## src/rtl/core/cfr_pkg.sv

```systemverilog
// Shared types and constants for the command frame receiver.
// No dependencies; every other file in rtl/core imports this package.
package cfr_pkg;

  // Parse phases
  localparam logic [2:0] PH_HUNT  = 3'd0;
  localparam logic [2:0] PH_CMD   = 3'd1;
  localparam logic [2:0] PH_ID    = 3'd2;
  localparam logic [2:0] PH_VALUE = 3'd3;
  localparam logic [2:0] PH_CHECK = 3'd4;
  localparam logic [2:0] PH_END   = 3'd5;

  // Result status codes
  localparam logic [1:0] ST_OK      = 2'd0;
  localparam logic [1:0] ST_BAD_SUM = 2'd1;
  localparam logic [1:0] ST_BAD_END = 2'd2;

  // Configuration register indexes
  localparam int unsigned CFG_IDX_W = 2;
  localparam logic [CFG_IDX_W-1:0] CFG_START_BYTE = 2'd0;
  localparam logic [CFG_IDX_W-1:0] CFG_END_BYTE   = 2'd1;

  // Reset values of the configuration registers
  localparam logic [7:0] START_BYTE_RST = 8'hAA;
  localparam logic [7:0] END_BYTE_RST   = 8'h55;

  // Commands that update a loop gain
  localparam logic [7:0] CMD_P = 8'h50;
  localparam logic [7:0] CMD_I = 8'h49;
  localparam logic [7:0] CMD_D = 8'h44;

  typedef struct packed {
    logic [1:0]  status;
    logic [7:0]  command_code;
    logic [7:0]  target_id;
    logic [15:0] payload_value;
    logic        gain_update;
    logic [7:0]  expected_checksum;
    logic [7:0]  offending_byte;
  } result_t;

  // Handshake between the input stage and the parser
  typedef struct packed {
    logic       valid;
    logic [7:0] rx_byte;
  } byte_slot_t;

endpackage

```

## src/rtl/core/cfr_if.sv

```systemverilog
// Channel interfaces of the command frame receiver: byte input, result, config.
// Depends on cfr_pkg for the register index width.
interface cfr_byte_if;
  logic       valid;
  logic       ready;
  logic [7:0] rx_byte;
  modport source (output valid, output rx_byte, input ready);
  modport sink   (input valid, input rx_byte, output ready);
endinterface


```

## src/rtl/core/cfr_in_stage.sv

```systemverilog
// Input register of the receiver: holds one received byte for the parser.
// Depends on cfr_pkg and cfr_byte_if.
module cfr_in_stage
  import cfr_pkg::*;
(
  input  logic          clk,
  input  logic          rst,
  cfr_byte_if.sink      rx,
  input  logic          take,
  output byte_slot_t    slot
);

  logic       valid;
  logic [7:0] rx_byte;

  // Accept a new byte when empty or when the held one leaves this cycle
  assign rx.ready = !valid || take;

  // Hold the byte until the parser takes it
  always_ff @(posedge clk) begin
    if (rst) begin
      valid <= 1'b0;
    end else if (rx.ready) begin
      valid <= rx.valid;
    end
  end

  always_ff @(posedge clk) begin
    if (rx.ready && rx.valid) begin
      rx_byte <= rx.rx_byte;
    end
  end

  assign slot.valid   = valid;
  assign slot.rx_byte = rx_byte;

endmodule

```

## src/flat_wrapper.sv

```systemverilog
// flat-port wrapper written by rule: the top's interface ports become plain ports
module cfr_in_stage_flat import cfr_pkg::*;
  (clk, rst, take, slot, rx_valid, rx_rx_byte, rx_ready);
  cfr_byte_if rx_i ();
  input  logic clk;
  input  logic rst;
  input  logic take;
  output byte_slot_t slot;
  input wire logic [$bits(rx_i.valid)-1:0] rx_valid;
  input wire logic [$bits(rx_i.rx_byte)-1:0] rx_rx_byte;
  output wire logic [$bits(rx_i.ready)-1:0] rx_ready;
  assign rx_i.valid = rx_valid;
  assign rx_i.rx_byte = rx_rx_byte;
  assign rx_ready = rx_i.ready;
  cfr_in_stage u_core (.clk(clk), .rst(rst), .rx(rx_i), .take(take), .slot(slot));
endmodule
```

## config.mk

```make
export PLATFORM = sky130hd
export DESIGN_NAME = cfr_in_stage_flat
export DESIGN_NICKNAME = d
export VERILOG_FILES = /design/src/rtl/core/cfr_pkg.sv /design/src/rtl/core/cfr_if.sv /design/src/rtl/core/cfr_in_stage.sv /design/src/flat_wrapper.sv
export SDC_FILE = /design/constraint.sdc
export NUM_CORES = 1
export LEC_CHECK = 0
export BUFFER_PORTS_ARGS = -buffer_cell sky130_fd_sc_hd__buf_2
export CAP_MARGIN = 20
export CORE_AREA = 5 5 42 44
export CTS_BUF_LIST = sky130_fd_sc_hd__clkbuf_4
export CTS_CLUSTER_SIZE = 14
export DETAILED_ROUTE_END_ITERATION = 8
export DIE_AREA = 0 0 47 49
export PLACE_DENSITY = 0.6
export SYNTH_ARGS = -nofsm -noshare
export SYNTH_HDL_FRONTEND = slang
export SYNTH_SLANG_ARGS = --single-unit
export TNS_END_PERCENT = 20
```

## constraint.sdc

```tcl
create_clock -name clk -period 1 [get_ports clk]
set_input_delay 0.25 -clock clk [delete_from_list [all_inputs] [get_ports clk]]
set_output_delay 0.25 -clock clk [all_outputs]
set_load 0.005 [all_outputs]
```

==> results.tsv, run 1 <==
metric	value	unit
outcome	finished, violations left	
violated checks	setup timing	
Final Non-Filler Cells	55	
RSZ-0062 raised after global routing	yes	
Clock Sinks	9	
vias	206	
drt initial violations	0	
Final setup violation count	5	
routed wire length per instance	11.3	um
H-Tree Depth	1	
reg2reg start	u_core.valid	
Mapped Cells	14	
ys flop type	edfxtp_1	
Die Height	49	um
Cell variety after synth	7	
port buffer count	21	
final setup margin	-0.0199	ns
Worst Skew	0.00277	ns
Hold Buf Count CTS	0	
crit end category	output port	
Slew headroom	92.4	%
Syn Std Cell Area	303	um2
fin nets	52	
sequential area share after synthesis	86.0	%
hold slack	0.144	ns
Worst Reg-to-Reg Cells	2	
Root Buffer	clkbuf_4	
CTS tree	built	
Worst Path Arrival	0.77	ns
share of layout cells above drive strength 1	76.9	%
top cell type's share of synthesized area	79.3	%
CTS Buf Count	3	
power per cell area	1740	nW/um2
Tcrit/Tclk final	102	%
Async SR Flop Fraction	0	%
IR drop worst, VDD	0.589	mV
HP Class	in -> reg	
die width	47	um
Worst path max stage delay	0.35	ns
drt pass-1 iters	1	
pre-CTS setup slack	0.0489	ns
CP cell instances	nand2b_4, buf_6	
max cap viols	0	
syn avg cell area	21.6	um2
CORE AREA	1400	um2
worst hold endpoint	u_core.valid	
grt ovf	0	
met2 WL	188	um
placer congestion estimate	0.603	
CP max-delay cell	dfxtp_2	
Reg area	262	um2
first-pass GRT wire length	814	um
diodes inserted	0	
leading area contributor after synthesis	edfxtp_1	
residual DRC count	0	
area of the multi-input gates	31.3	um2
reg2reg setup slack	0.10	ns
Ports	22	
clk_lat worst skew	0.25	ns
kind of critical path	reg -> out	
most frequent cell after synthesis	edfxtp_1	
fin util	33.2	%
Hold Crit Start	rst	
hold depth	2	
Critical Path Source Type	flop	
f_max	0.980	GHz
largest net degree at the start of global routing	9	
metal3 WL	97	um
Yosys reg bits	9	
Initial Util	21.6	%
Final ANT Viol Nets	0	
initial antenna violation count	0	
Slew Limit Fails	0	
Placed Cells	50	
Fin Setup TNS	-0.0497	ns
r2r endpoint	u_core.rx_byte[0]	
Synth Warn #	0	
Final Critical Period	1.02	ns
wl on met1	328	um
# fillers	150	
Final Hold Fails	0	
Routed WL	619	um
vias in the first global route	213	
clock buffer depth	2	
Layout Area Growth over Synthesis	53.7	%
Via-to-Cell Ratio	3.75	
die area	2300	um2
synth top area cells	edfxtp_1 79%, dfxtp_1 6.6%, nand2b_4 4.5%, a21oi_2 2.9%, and2_4 2.9%	
Leakage	0.000213	uW
# rows	14	
Req. time, crit path	0.75	ns
total track usage	5.27	%
Reg clk slew, reported paths	0.06	ns
max layer used	met4	
synthesized net count	26	
number of enable flip-flop cells after synthesis	8	
slew at the pin with the worst max-slew slack	0.115	ns
CP Max Fanout	3	
## worst max-delay path, delay by kind of cell (launching register included)
kind	cells	cell delay, ns
DFF	1	0.35
buffers and inverters	1	0.11
and+or+nand+nor	1	0.06
## what timing repair did
action                     CTS  global route
gates resized for setup      2             0
buffers inserted             1             0
setup endpoints to repair    9             9
## worst max path at each step
stage                             from           endpoint  slack, ns
after global routing      u_core.valid           rx_ready      -0.05
after detailed placement          take  u_core.rx_byte[0]       0.05
final                     u_core.valid           rx_ready      -0.02
after CTS                 u_core.valid           rx_ready      -0.03
after global placement            take  u_core.rx_byte[3]       0.06
after floorplan           u_core.valid  u_core.rx_byte[0]       0.12
## sequential cells by signal (all words and copies together) (netlist names)
signal and flops:
u_core.rx_byte 8, u_core.valid 1
## routing by layer
layer | up-vias | GRT usage, %
met5 | - | 0
met4 | 0 | 5.53
met3 | 2 | 2.95
met2 | 20 | 4.75
met1 | 85 | 7.52
li1 | 99 | -
## power breakdown
group          internal, uW  switching (uW)
combinational          41.8            29.4
sequential              436            7.37
clock                   180             114
## stage by stage
stage	instance area [um2]	total power, uW
finish	465	808
detailed placement	420	518
CTS	465	826
floorplan	303	474
global placement	420	516
global route	465	844
## cell families after synthesis
group                  count (synthesis)  share of synthesized area (%)
and+or+nand+nor                        2                           7.44
AOI/OAI and AO/OA                      1                           2.89
DFF                                    9                           86.0
buffers and inverters                  2                           3.72
## layout by cell type, fill, tap and decap left out, drive strengths merged
cell type and n:
edfxtp 8, clkbuf 4, and2 1, inv 1, buf 22, a21oi 1, dfxtp 1, nand2b 1
## cell type report
| class | instances | area share (%) |
|---|---|---|
| inverters | 1 | 0.806 |
| repair buffers | 22 | 25.5 |
| flip-flops and latches | 9 | 56.2 |
| clock buffers | 4 | 6.45 |
| well taps | 16 | 4.30 |
| multi-input cells | 3 | 6.72 |
No activity file was read; power rests on OpenSTA's default activity.
==> run 2: changes to the inputs <==
--- a/config.mk
+++ b/config.mk
@@ -7,12 +7,14 @@
 export LEC_CHECK = 0
 export BUFFER_PORTS_ARGS = -buffer_cell sky130_fd_sc_hd__buf_2
 export CAP_MARGIN = 20
+export CELL_PAD_IN_SITES_DETAIL_PLACEMENT = 1
+export CELL_PAD_IN_SITES_GLOBAL_PLACEMENT = 1
 export CORE_AREA = 5 5 42 44
 export CTS_BUF_LIST = sky130_fd_sc_hd__clkbuf_4
 export CTS_CLUSTER_SIZE = 14
 export DETAILED_ROUTE_END_ITERATION = 8
 export DIE_AREA = 0 0 47 49
-export PLACE_DENSITY = 0.6
+export PLACE_DENSITY = 0.71
 export SYNTH_ARGS = -nofsm -noshare
 export SYNTH_HDL_FRONTEND = slang
 export SYNTH_SLANG_ARGS = --single-unit
==> run 2 against run 1 <==
Effect of this change:
- the run still ends with setup timing left
- utilization unchanged
- sequential share of layout area unchanged
- hold slack better by 0.0097 ns
- critical path depth stayed put
- die area unchanged
- count of clock-buffer cells in the layout unchanged
- non-clock buffer count unchanged
- combinational power up 3.5%
==> results.tsv, run 2 (synthesis results as in run 1) <==
metric	value	unit	change
max cap viols	0		unchanged
outcome	finished, violations left		
drt pass-1 iters	2		+1
Root Buffer	clkbuf_4		
most common cell after layout, fill and taps aside	buf_2		
CORE AREA	1400	um2	unchanged
CP Max Fanout	3		unchanged
HP Class	in -> reg		
Fin Setup TNS	-0.0500	ns	-0.000289 ns
Routed WL	741	um	+20%
vias	212		+2.9%
residual DRC count	0		unchanged
worst hold endpoint	u_core.valid		
clk_lat worst skew	0.25	ns	about the same
kind of critical path	reg -> out		
metal3 WL	176	um	+81%
Slew headroom	92.3	%	-0.098 points
violated checks	setup timing		
die width	47	um	unchanged
Die Height	49	um	unchanged
routed wire length per instance	13.5	um	+20%
largest net degree at the start of global routing	9		unchanged
Worst Path Arrival	0.78	ns	about the same
H-Tree Depth	1		unchanged
Initial Util	21.6	%	unchanged
total track usage	7.63	%	+2.4 points
fin nets	52		unchanged
Hold Crit Start	rst		
initial antenna violation count	0		unchanged
largest registers	u_core.rx_byte (8), u_core.valid (1)		
power per cell area	1750	nW/um2	+0.63%
IR drop worst, VDD	0.647	mV	+10%
Via-to-Cell Ratio	3.85		+2.9%
vias in the first global route	231		+8.5%
most frequent cells in the layout	20 x buf_2, 8 x edfxtp_1, 4 x clkbuf_4		
CP bufs+invs	1		unchanged
Req. time, crit path	0.75	ns	about the same
f_max	0.972	GHz	-0.88%
share of layout cells above drive strength 1	76.9	%	unchanged
Tcrit/Tclk final	103	%	+0.91 points
crit end category	output port		
Final Hold Fails	0		unchanged
fin util	33.2	%	unchanged
placer congestion estimate	0.682		+13%
Worst Skew	0.000113	ns	-0.00265 ns
wl on met1	276	um	-16%
Final Critical Period	1.03	ns	+0.00908 ns
largest reg by FF count	u_core.rx_byte		
diodes inserted	0		unchanged
clock buffer depth	2		unchanged
drt initial violations	1		+1
Crit. path cell count	2		unchanged
CTS tree	built		
Leakage	0.000213	uW	unchanged
CP max-delay cell	dfxtp_2		
hold depth	2		unchanged
final setup margin	-0.0290	ns	-0.00908 ns
met2 WL	288	um	+53%
die area	2300	um2	unchanged
Final setup violation count	3		-2
RSZ-0062 raised after global routing	yes		
Worst path max stage delay	0.35	ns	about the same
# fillers	167		+11%
max layer used	met3		
CTS Buf Count	3		unchanged
CP top delay family	flip-flops		
Layout Area Growth over Synthesis	53.7	%	unchanged
port buffer count	21		unchanged
Critical Path Source Type	flop		
hold slack	0.154	ns	+0.00966 ns
reg2reg start	u_core.valid		
Reg clk slew, reported paths	0.06	ns	about the same
# rows	14		unchanged
Slew Limit Fails	0		unchanged
reg2reg setup slack	0.10	ns	about the same
CP startpoint	u_core.valid		
Largest register FFs	8		unchanged
Clock Sinks	9		unchanged
Ports	22		unchanged
Final ANT Viol Nets	0		unchanged
Worst Reg-to-Reg Cells	2		unchanged
slew at the pin with the worst max-slew slack	0.116	ns	+0.00147 ns
r2r endpoint	u_core.rx_byte[3]		
first-pass GRT wire length	1.12	mm	+38%
grt ovf	0		unchanged
CP cell instances	nand2b_4, buf_6		
-- run 2: worst max-delay path by stage --
stage                        endpoint  slack, ns
detailed placement  u_core.rx_byte[3]       0.05
finish                       rx_ready      -0.03
global placement    u_core.rx_byte[6]       0.06
global route                 rx_ready      -0.08
CTS                          rx_ready      -0.04
floorplan           u_core.rx_byte[0]       0.12
-- run 2: stage by stage --
stage | setup slack (ns) | power [uW] | area [um2] | instances
finish | -0.0290 | 813 | 465 | 55
floorplan | 0.124 | 474 | 303 | 14
CTS | -0.0436 | 827 | 465 | 55
global route | -0.0753 | 860 | 465 | 55
global placement | 0.0648 | 518 | 420 | 50
detailed placement | 0.0467 | 521 | 420 | 50
-- run 2: what timing repair did --
item                       in CTS  in global routing
pin swaps                       0                  0
setup buffers                   1                  0
hold buffers                    0                  0
setup endpoints to repair       8                 10
resized for setup               2                  0
-- run 2: layout make-up --
type / instances / area [um2] / share of cell area, %
sequential: 9 / 262 / 56.2
clock buffer: 4 / 30.0 / 6.45
inverter: 1 / 3.75 / 0.806
timing repair buffer: 22 / 119 / 25.5
multi-input combinational: 3 / 31.3 / 6.72
tap: 16 / 20.0 / 4.30
-- run 2: metal layers --
layer	vias to the layer above	GRT usage [%]
li1	99	-
met4	0	6.91
met3	0	6.27
met2	22	8.82
met1	91	8.24
met5	-	0
-- run 2: power breakdown --
group	internal [uW]	switching, uW
Combinational	42.0	31.7
Sequential	436	6.88
Clock	180	117
