### config.mk
export PLATFORM = sky130hd
export DESIGN_NAME = cfr_out_stage_flat
export DESIGN_NICKNAME = d
export VERILOG_FILES = /design/src/rtl/core/cfr_pkg.sv /design/src/rtl/core/cfr_if.sv /design/src/rtl/core/cfr_out_stage.sv /design/src/flat_wrapper.sv
export SDC_FILE = /design/constraint.sdc
export NUM_CORES = 1
export LEC_CHECK = 0
export BUFFER_PORTS_ARGS = -buffer_cell sky130_fd_sc_hd__buf_2
export CORE_MARGIN = 2
export CORE_UTILIZATION = 45
export CTS_BUF_LIST = sky130_fd_sc_hd__clkbuf_8
export DETAILED_ROUTE_END_ITERATION = 16
export PLACE_DENSITY_LB_ADDON = 0.1
export SYNTH_ARGS = -nofsm -noshare
export SYNTH_HDL_FRONTEND = slang
export SYNTH_SLANG_ARGS = --single-unit
### constraint.sdc
create_clock -name clk -period 2.9 [get_ports clk]
set_input_delay 0.29 -clock clk [delete_from_list [all_inputs] [get_ports clk]]
set_output_delay 0.29 -clock clk [all_outputs]
set_load 0.03 [all_outputs]
### src/rtl/core/cfr_pkg.sv
// Shared types and constants for the command frame receiver.
// No dependencies; every other file in rtl/core imports this package.
package cfr_pkg;

  // Parse phases
  localparam logic [2:0] PH_HUNT  = 3'd0;
  localparam logic [2:0] PH_CMD   = 3'd1;
  localparam logic [2:0] PH_ID    = 3'd2;
  localparam logic [2:0] PH_VALUE = 3'd3;
  localparam logic [2:0] PH_CHECK = 3'd4;
  localparam logic [2:0] PH_END   = 3'd5;

  // Result status codes
  localparam logic [1:0] ST_OK      = 2'd0;
  localparam logic [1:0] ST_BAD_SUM = 2'd1;
  localparam logic [1:0] ST_BAD_END = 2'd2;

  // Configuration register indexes
  localparam int unsigned CFG_IDX_W = 2;
  localparam logic [CFG_IDX_W-1:0] CFG_START_BYTE = 2'd0;
  localparam logic [CFG_IDX_W-1:0] CFG_END_BYTE   = 2'd1;

  // Reset values of the configuration registers
  localparam logic [7:0] START_BYTE_RST = 8'hAA;
  localparam logic [7:0] END_BYTE_RST   = 8'h55;

  // Commands that update a loop gain
  localparam logic [7:0] CMD_P = 8'h50;
  localparam logic [7:0] CMD_I = 8'h49;
  localparam logic [7:0] CMD_D = 8'h44;

  typedef struct packed {
    logic [1:0]  status;
    logic [7:0]  command_code;
    logic [7:0]  target_id;
    logic [15:0] payload_value;
    logic        gain_update;
    logic [7:0]  expected_checksum;
    logic [7:0]  offending_byte;
  } result_t;

  // Handshake between the input stage and the parser
  typedef struct packed {
    logic       valid;
    logic [7:0] rx_byte;
  } byte_slot_t;

endpackage

### src/rtl/core/cfr_if.sv


interface cfr_result_if;
  logic        valid;
  logic        ready;
  logic [1:0]  status;
  logic [7:0]  command_code;
  logic [7:0]  target_id;
  logic [15:0] payload_value;
  logic        gain_update;
  logic [7:0]  expected_checksum;
  logic [7:0]  offending_byte;
  modport source (output valid, output status, output command_code, output target_id,
                  output payload_value, output gain_update, output expected_checksum,
                  output offending_byte, input ready);
  modport sink   (input valid, input status, input command_code, input target_id,
                  input payload_value, input gain_update, input expected_checksum,
                  input offending_byte, output ready);
endinterface


### src/rtl/core/cfr_out_stage.sv
// Result register of the receiver: holds one result until the sink takes it.
// Depends on cfr_pkg and cfr_result_if.
module cfr_out_stage
  import cfr_pkg::*;
(
  input  logic          clk,
  input  logic          rst,
  input  logic          load,
  input  result_t       load_res,
  output logic          can_load,
  cfr_result_if.source  res
);

  logic    valid;
  result_t held;

  // Free when empty or when the held result transfers this cycle
  assign can_load = !valid || res.ready;

  always_ff @(posedge clk) begin
    if (rst) begin
      valid <= 1'b0;
    end else if (can_load) begin
      valid <= load;
    end
  end

  always_ff @(posedge clk) begin
    if (can_load && load) begin
      held <= load_res;
    end
  end

  assign res.valid             = valid;
  assign res.status            = held.status;
  assign res.command_code      = held.command_code;
  assign res.target_id         = held.target_id;
  assign res.payload_value     = held.payload_value;
  assign res.gain_update       = held.gain_update;
  assign res.expected_checksum = held.expected_checksum;
  assign res.offending_byte    = held.offending_byte;

endmodule

### src/flat_wrapper.sv
// flat-port wrapper written by rule: the top's interface ports become plain ports
module cfr_out_stage_flat import cfr_pkg::*;
  (clk, rst, load, load_res, can_load, res_valid, res_status, res_command_code, res_target_id, res_payload_value, res_gain_update, res_expected_checksum, res_offending_byte, res_ready);
  cfr_result_if res_i ();
  input  logic clk;
  input  logic rst;
  input  logic load;
  input  result_t load_res;
  output logic can_load;
  output wire logic [$bits(res_i.valid)-1:0] res_valid;
  output wire logic [$bits(res_i.status)-1:0] res_status;
  output wire logic [$bits(res_i.command_code)-1:0] res_command_code;
  output wire logic [$bits(res_i.target_id)-1:0] res_target_id;
  output wire logic [$bits(res_i.payload_value)-1:0] res_payload_value;
  output wire logic [$bits(res_i.gain_update)-1:0] res_gain_update;
  output wire logic [$bits(res_i.expected_checksum)-1:0] res_expected_checksum;
  output wire logic [$bits(res_i.offending_byte)-1:0] res_offending_byte;
  input wire logic [$bits(res_i.ready)-1:0] res_ready;
  assign res_valid = res_i.valid;
  assign res_status = res_i.status;
  assign res_command_code = res_i.command_code;
  assign res_target_id = res_i.target_id;
  assign res_payload_value = res_i.payload_value;
  assign res_gain_update = res_i.gain_update;
  assign res_expected_checksum = res_i.expected_checksum;
  assign res_offending_byte = res_i.offending_byte;
  assign res_i.ready = res_ready;
  cfr_out_stage u_core (.clk(clk), .rst(rst), .load(load), .load_res(load_res), .can_load(can_load), .res(res_i));
endmodule
==> results of run 1 <==
-- routing by layer --
| layer | up-vias | GRT usage, % |
|---|---|---|
| li1 | 447 | - |
| met5 | - | 0 |
| met2 | 63 | 22.5 |
| met3 | 5 | 6.79 |
| met1 | 433 | 15.5 |
| met4 | 0 | 5.71 |
-- stage by stage --
step / util (%) / hold WS [ps] / area, um2 / std cells / setup WS [ps]
after floorplan: - / 352 / 1590 / 56 / 1450
after global placement: 64.8 / 450 / 2180 / 209 / 1490
after detailed placement: 64.8 / 464 / 2180 / 209 / 1450
after CTS: 67.1 / 148 / 2260 / 216 / 1530
after global routing: 67.1 / 139 / 2260 / 216 / 1460
final: 67.1 / 154 / 2260 / 216 / 1540
-- layout by cell type, fill, tap and decap left out --
cell type	instances
buf_2	107
clkinv_2	1
and2_4	1
nand2b_4	1
clkbuf_8	5
inv_1	2
edfxtp_1	51
dfxtp_1	1
a21oi_2	1
-- cell families after synthesis --
family	count (synthesis)	share of synthesized area [%]
buffers and inverters	1	0.236
and+or+nand+nor	2	1.42
AOI/OAI and AO/OA	1	0.552
DFF	52	97.8
-- cell usage after synthesis --
master,count
inv_1,1
nand2b_4,1
a21oi_2,1
edfxtp_1,51
dfxtp_1,1
and2_4,1
-- sequential cells by signal, summed over array words and instances, names as in the netlist --
register / flops
u_core.res.valid: 1
u_core.res.target_id: 8
u_core.res.offending_byte: 8
u_core.res.command_code: 8
u_core.res.payload_value: 16
u_core.res.expected_checksum: 8
u_core.res.gain_update: 1
u_core.res.status: 2
-- final cells by class --
class | count | share of cell area, %
Clock buffer | 5 | 3.05
Tap cell | 46 | 2.55
Sequential cell | 52 | 68.7
Clock inverter | 2 | 0.388
Multi-Input combinational cell | 3 | 1.39
Timing Repair Buffer | 107 | 23.7
Inverter | 1 | 0.166
-- report_power, final --
group	internal [mW]	switching [mW]	total, mW	leakage, nW
registers	0.877	0.00984	0.887	0.502
logic	0.0555	0.127	0.183	0.440
clock network	0.161	0.200	0.361	0.0452
-- final timing paths --
path | start | endpoint | slack, ps | depth (start not counted)
max | u_core.res.valid | u_core.res.payload_value[8] | 1540 | 2
min | rst | u_core.res.valid | 150 | 2
max reg2reg | u_core.res.valid | u_core.res.payload_value[8] | 1540 | 2
min reg2reg | u_core.res.valid | u_core.res.valid | 520 | 2
==> summary.txt, run 1 <==
Unique masters post-synth: 6
Setup bufs post-CTS: 0
#FFs+latches synth: 52
Cell area after synthesis: 0.00159 mm2
PortBufs: 107
Ys Warns: 0
Share of layout cells above drive strength 1: 68.2%
Final setup fails: 0
Worst EP required: 2830 ps
Row cnt: 21
CTS Buf Count: 5
CP arrival: 1290 ps
CP max stage delay: 560 ps
Max Slew Vio Count: 0
CTS resizes: 0
Static Leak: 0.986 nW
Met3 routed WL: 297 um
Top Family by Delay on Critical Path: simple AND/OR/NAND/NOR gates
Final setup skew: 3.47 ps
CTS root buffer: clkbuf_8
N_diodes: 0
Final #Nets: 225
Synth Area per Inst: 28.3 um2
CP cell instances: nand2b_4 -> and2_4
Worst-path clk slew: 80 ps
CP max stage cell: and2_4
Via density: 4.39
Worst hold path class: in2reg
Synth top area cells: edfxtp_1, dfxtp_1, nand2b_4
Latest clock arrival within the worst-skew pair: 290 ps
Register area share after synthesis: 97.8%
Grt ovf: 0
Vias in the first global route: 875
CP startpoint kind: register
Routed Antenna Nets: 0
Synth area leader: edfxtp_1
Hold buffers post-CTS: 0
Worst Setup Path Type: reg2reg
Sequential cell area: 0.00155 mm2
Footprint of the multi-input gates: 31.3 um2
Worst path bufs/invs: 0
Fin crit share: 46.8%
Initial core utilization: 47.2%
Final Hold Vio Count: 0
Ports: 108
Largest net degree at the start of global routing: 52
Synthesized instance count: 56
Net Count, Synth: 111
First-pass GRT wire length: 3930 um
Placeable Area: 0.00336 mm2
Initial antenna violation count: 0
Slew at the pin closest to its max-slew limit: 620 ps
Outcome: completed
Critical path peak fanout: 51
Total power: 1.43 mW
DR vias: 948
RSZ-0062 raised after global routing: false
Die X: 63.4 um
Clock buffer depth: 2
Period minus WS final: 1360 ps
DRT iter0 DRCs: 24
H-tree depth: 2
Total GRT Usage: 13.8%
Critical path endpoint category: register
Clk sinks: 52
CTS tree: yes
Die area: 0.00402 mm2
TNS Setup: 0 ps
DR pass1 iterations: 4
Worst rel slew slack: 58.7%
Die H: 63.4 um
M1 wire length: 989 um
Max-capacitance violation count: 0
Top-area cell type share of the netlist area: 96.5%
Maximum vdd drop: 0.453 mV
# DRC: 0
Routed wire length: 2730 um
Fillers: 268
Top Layer Used: met4
P per Cell Area: 634 mW/mm2
Met2 WL: 1400 um
WL per Instance: 12.7 um
Placer Congestion: 0.664
Maximum clock frequency: 736 MHz
Area Overhead vs Synth: 42.3%
Power figures use the tool's default switching activity.
==> run 2, diff against run 1 <==
--- a/config.mk
+++ b/config.mk
@@ -5,9 +5,10 @@
 export SDC_FILE = /design/constraint.sdc
 export NUM_CORES = 1
 export LEC_CHECK = 0
+export ABC_AREA = 1
 export BUFFER_PORTS_ARGS = -buffer_cell sky130_fd_sc_hd__buf_2
 export CORE_MARGIN = 2
-export CORE_UTILIZATION = 45
+export CORE_UTILIZATION = 38
 export CTS_BUF_LIST = sky130_fd_sc_hd__clkbuf_8
 export DETAILED_ROUTE_END_ITERATION = 16
 export PLACE_DENSITY_LB_ADDON = 0.1
==> constraint.sdc (replaced) <==
create_clock -name clk -period 1.2 [get_ports clk]
set_input_delay 0.12 -clock clk [delete_from_list [all_inputs] [get_ports clk]]
set_output_delay 0.12 -clock clk [all_outputs]
set_load 0.03 [all_outputs]
==> run 2 against run 1 <==
  * Critical path depth unchanged
  * Wire length up 33%
  * Die area grew 17%
  * Register-to-register slack worse by 1400 ps
  * Largest cell class unchanged
  * Total power rose to 2.6 times the previous value
  * Fmax is 27% higher
  * Via count grew 20%
  * Final cell count increased by 27%
  * Largest power group unchanged
==> summary.txt, run 2 <==
Placer Congestion: 0.638
Synth area leader: edfxtp_1
# DRC: 0
Routed Antenna Nets: 0
First-pass GRT wire length: 5220 um
Synthesized instance count: 57
Area Overhead vs Synth: 79.2%
CP max stage delay: 360 ps
Synth top area cells: edfxtp_1, dfxtp_1, a21oi_2
WL per Instance: 13.3 um
Share of layout cells above drive strength 1: 54.2%
R2R Setup Slk: 130 ps
Max reg flops: 16
DRT iter0 DRCs: 78
Static Leak: 1.22 nW
Critical path peak fanout: 28
Placed Area: 0.00223 mm2
Latest clock arrival within the worst-skew pair: 290 ps
PortBufs: 107
DR vias: 1139
Period minus WS final: 1070 ps
Pre-CTS setup slack: 134 ps
Largest net degree at the start of global routing: 29
Initial core utilization: 39.5%
CP startpoint kind: register
RSZ-0062 raised after global routing: false
Worst Setup Path Type: reg2reg
Worst-path clk slew: 80 ps
Setup bufs post-CTS: 0
Reg-to-reg startpoint: u_core.res.valid
Vias in the first global route: 1263
Ports: 108
Maximum vdd drop: 1.05 mV
Worst rel slew slack: 87.3%
Register area share after synthesis: 98.3%
Count leader, synth: edfxtp_1
Max-capacitance violation count: 0
Top-area cell type share of the netlist area: 97.0%
CP max stage cell: dfxtp_4
Max Slew Vio Count: 0
Routed wire length: 3640 um
Final setup skew: 5.65 ps
Maximum clock frequency: 935 MHz
Slew at the pin closest to its max-slew limit: 190 ps
Fillers: 302
Synth Area per Inst: 27.7 um2
Die X: 68.5 um
Synth async-reset ratio: 0%
Row cnt: 23
Total GRT Usage: 16.0%
Worst hold path class: in2reg
Post-route cell area: 0.00283 mm2
CP arrival: 1070 ps
Fin crit share: 89.1%
Initial antenna violation count: 0
Final #Nets: 279
Worst r2r dst: u_core.res.payload_value[14]
Via density: 4.14
WHS Path Cells: 1
TNS Setup: 0 ps
CTS Buf Count: 5
Cell area after synthesis: 0.00158 mm2
Worst EP required: 1200 ps
Worst setup margin: 131 ps
DR pass1 iterations: 4
Grt ovf: 0
Die area: 0.00469 mm2
Hold_sp: load_res[37]
Net Count, Synth: 112
#FFs+latches synth: 52
Unique masters post-synth: 7
N_diodes: 0
CTS root buffer: clkbuf_8
Ys Warns: 0
Critical path endpoint category: register
Top FF cell, synth: edfxtp_1
H-tree depth: 2
EDFF count, synth: 51
Commonest non-fill, non-tap cell in the layout: buf_2
Hold Path End: u_core.res.target_id[4]
CTS resizes: 0
Die H: 68.5 um
P per Cell Area: 1300 mW/mm2
Final setup fails: 0
Commonest non-fill, non-tap cells in the layout: buf_2, dlygate4sd3_1, edfxtp_1
Worst r2r path cells: 2
Critical path origin: u_core.res.valid
Placeable Area: 0.00400 mm2
Outcome: completed
Worst path bufs/invs: 1
CP cell instances: a21oi_4 -> buf_12
Final Hold Vio Count: 0
Total power: 3.67 mW
Top Family by Delay on Critical Path: flip-flops
CTS tree: yes
Clk sinks: 52
Clock buffer depth: 2
-- run 2: cell count changes after synthesis, sizes merged --
cell,change
nand2b,-1
a21oi,+1
nand2,+1
inv,+1
and2,-1
-- run 2: cell type report --
class	instances	area [um2]	share of cell area, %
sequential	52	1560	55.0
timing repair buffer	160	1090	38.4
clock buffer	5	68.8	2.43
tap	50	62.6	2.21
multi-input combinational	3	31.3	1.11
clock inverter	3	18.8	0.663
inverter	2	7.51	0.265
-- run 2: cells by family (layout without fill, tap and decap cells) --
kind of cell           count (synthesis)  in the layout  share of synthesized area (%)
AND/OR/NAND/NOR                        1              1                          0.396
flip-flops                            52             52                           98.3
AO/OA/AOI/OAI                          2              2                          0.871
buffers and inverters                  2            170                          0.475
-- run 2: power by group --
part	leakage [nW]	total (mW)	internal, mW	switching, mW
Combinational	0.668	0.600	0.257	0.342
Sequential	0.502	2.14	2.12	0.0244
Clock	0.0479	0.932	0.407	0.525
Total	1.22	3.67	2.78	0.892
-- run 2: repair_timing --
item	CTS	global route
endpoints found under the setup margin	0	0
hold buffers	51	0
endpoints found under the hold margin	51	0
-- run 2: worst max-delay path by stage --
stage	to	cells past startpoint	slack, ps
2_1_floorplan	u_core.res.command_code[0]	1	-490
3_3_place_gp	u_core.res.command_code[4]	2	150
3_5_place_dp	u_core.res.payload_value[14]	2	130
4_1_cts	u_core.res.payload_value[14]	2	120
5_1_grt	u_core.res.payload_value[1]	2	90
6_report	u_core.res.payload_value[14]	2	130
-- run 2: worst reg2reg max path, delay by kind of cell (launching register included) --
| family | cells | cell delay (ps) |
|---|---|---|
| flip-flops | 1 | 360 |
| buffers and inverters | 1 | 220 |
| AO/OA/AOI/OAI | 1 | 190 |
-- run 2: metrics by stage --
step / hold slack, ps / std cells / utilization, %
after floorplan: 173 / 57 / -
after global placement: 271 / 216 / 55.8
after detailed placement: 281 / 216 / 55.8
after CTS: 0.686 / 275 / 70.8
after global routing: 0.00297 / 275 / 70.8
final: 12.1 / 275 / 70.8
-- run 2: per-layer routing --
layer  vias up  part of all wire, %  GRT usage (%)
li1        555                    -              -
met1       518                   29           11.8
met2        61                   58           33.4
met3         5                   12           6.58
met4         0                  1.2           6.75
met5         -                    0              0
==> run 3, diff against run 2 <==
--- a/config.mk
+++ b/config.mk
@@ -6,7 +6,7 @@
 export NUM_CORES = 1
 export LEC_CHECK = 0
 export ABC_AREA = 1
-export BUFFER_PORTS_ARGS = -buffer_cell sky130_fd_sc_hd__buf_2
+export BUFFER_PORTS_ARGS = -buffer_cell sky130_fd_sc_hd__clkbuf_2
 export CORE_MARGIN = 2
 export CORE_UTILIZATION = 38
 export CTS_BUF_LIST = sky130_fd_sc_hd__clkbuf_8
==> run 3 against run 2 <==
  * Clock-buffer cell count unchanged
  * Sequential cell count unchanged
  * Worst hold slack improved by 100 ps
  * Largest cell class unchanged
  * Sequential power hardly changed
  * Register-to-register slack worse by 20 ps
  * Critical path type unchanged
  * Core utilization grew 0.84 points
==> summary.txt, run 3 (synthesis results as in run 2) <==
Die X: 68.5 um
CP max stage delay: 370 ps
First-pass GRT wire length: 4950 um
Maximum clock frequency: 916 MHz
Largest net degree at the start of global routing: 29
CP cell instances: a21oi_4 -> buf_12
Static Leak: 1.25 nW
Met3 usage: 8.39%
Via density: 4.22
Clock buffer depth: 2
Worst-path clk slew: 80 ps
Final #Nets: 280
N_diodes: 0
Worst setup margin: 108 ps
Pre-CTS setup slack: 122 ps
Routed wire length: 3590 um
GRT met1 Usage: 12.5%
WHS Path Cells: 3
Worst hold path class: in2reg
PortBufs: 107
Final setup fails: 0
Final Hold Vio Count: 0
P per Cell Area: 1360 mW/mm2
CP max stage cell: dfxtp_4
CTS resizes: 0
Busiest grt layer: met2
Clk sinks: 52
Worst r2r path cells: 2
WL per Instance: 13.0 um
# DRC: 0
Final setup skew: 8.29 ps
Latest clock arrival within the worst-skew pair: 290 ps
Period minus WS final: 1090 ps
CTS Buf Count: 5
M2 GR Usage: 31.3%
Worst EP required: 1200 ps
CTS tree: yes
Fillers: 297
DRT iter0 DRCs: 63
Grt ovf: 0
Initial antenna violation count: 0
Slew at the pin closest to its max-slew limit: 206 ps
CP arrival: 1090 ps
DR vias: 1164
Worst rel slew slack: 86.3%
Maximum vdd drop: 1.02 mV
Critical path endpoint category: register
Outcome: completed
Placeable Area: 0.00400 mm2
CTS root buffer: clkbuf_8
Share of layout cells above drive strength 1: 53.5%
Area Overhead vs Synth: 81.4%
Max reg flops: 16
CP Depth: 2
H-tree depth: 2
Placer Congestion: 0.621
RSZ-0062 raised after global routing: false
Top Family by Delay on Critical Path: flip-flops
Commonest non-fill, non-tap cell in the layout: clkbuf_2
Total GRT Usage: 16.0%
Vias in the first global route: 1150
Critical path peak fanout: 28
Row cnt: 23
Die H: 68.5 um
Routed Antenna Nets: 0
Ports: 108
Initial core utilization: 39.5%
CP startpoint kind: register
Fin crit share: 91.0%
Worst path bufs/invs: 1
Total power: 3.89 mW
Max Slew Vio Count: 0
Commonest non-fill, non-tap cells in the layout: clkbuf_2, dlygate4sd3_1, edfxtp_1
DR pass1 iterations: 4
Max-capacitance violation count: 0
Worst Setup Path Type: reg2reg
Die area: 0.00469 mm2
[run 3: cell count changes in the layout (fill, tap and decap cells not counted), sizes merged]
| cell | previous run | this run |
|---|---|---|
| clkinv | 3 | 2 |
| clkbuf | 5 | 112 |
| buf | 109 | 2 |
| bufinv | 0 | 1 |
| dlygate4sd3 | 51 | 52 |
[run 3: layout make-up]
cell class,count,area (um2),share of cell area (%)
clock inverters,3,42.5,1.49
repair buffers,161,1100,38.3
inverters,2,7.51,0.262
clock buffers,5,68.8,2.40
multi-input cells,3,31.3,1.09
flip-flops and latches,52,1560,54.3
well taps,50,62.6,2.18
[run 3: worst paths after layout]
path               startpoint                      end  slack, ps
max          u_core.res.valid  u_core.res.target_id[4]        110
max reg2reg  u_core.res.valid  u_core.res.target_id[4]        110
min reg2reg  u_core.res.valid         u_core.res.valid        530
min                      load         u_core.res.valid        120
[run 3: power breakdown]
part / internal (mW) / total (mW) / switching, mW / leakage (nW)
Sequential: 2.12 / 2.15 / 0.0300 / 0.502
Clock: 0.617 / 1.15 / 0.530 / 0.0558
Combinational: 0.256 / 0.600 / 0.344 / 0.696
Total: 2.99 / 3.89 / 0.904 / 1.25
[run 3: tightest hold or removal path, delay by kind of cell]
family | cells | cell delay [ps]
AOI/OAI and AO/OA | 1 | 70
buffers and inverters | 2 | 190
[run 3: metal layers]
layer  vias up  part of all wire (%)
li1        558                     -
met1       533                    31
met2        71                    58
met3         2                    10
met4         0                  0.83
met5         -                     0
[run 3: what timing repair did]
item / in CTS / in global routing
hold buffers: 48 / 4
endpoints found under the hold margin: 48 / 4
setup buffers: 0 / 0
[run 3: through the flow]
step	TNS, ps	instances	hold slack, ps	instance area [um2]	util, %
floorplan	-24840	57	173	1590	-
global placement	0	216	273	2230	55.8
detailed placement	0	216	274	2230	55.8
CTS	0	272	0.662	2820	70.6
global route	0	276	119	2860	71.6
finish	0	276	115	2860	71.6
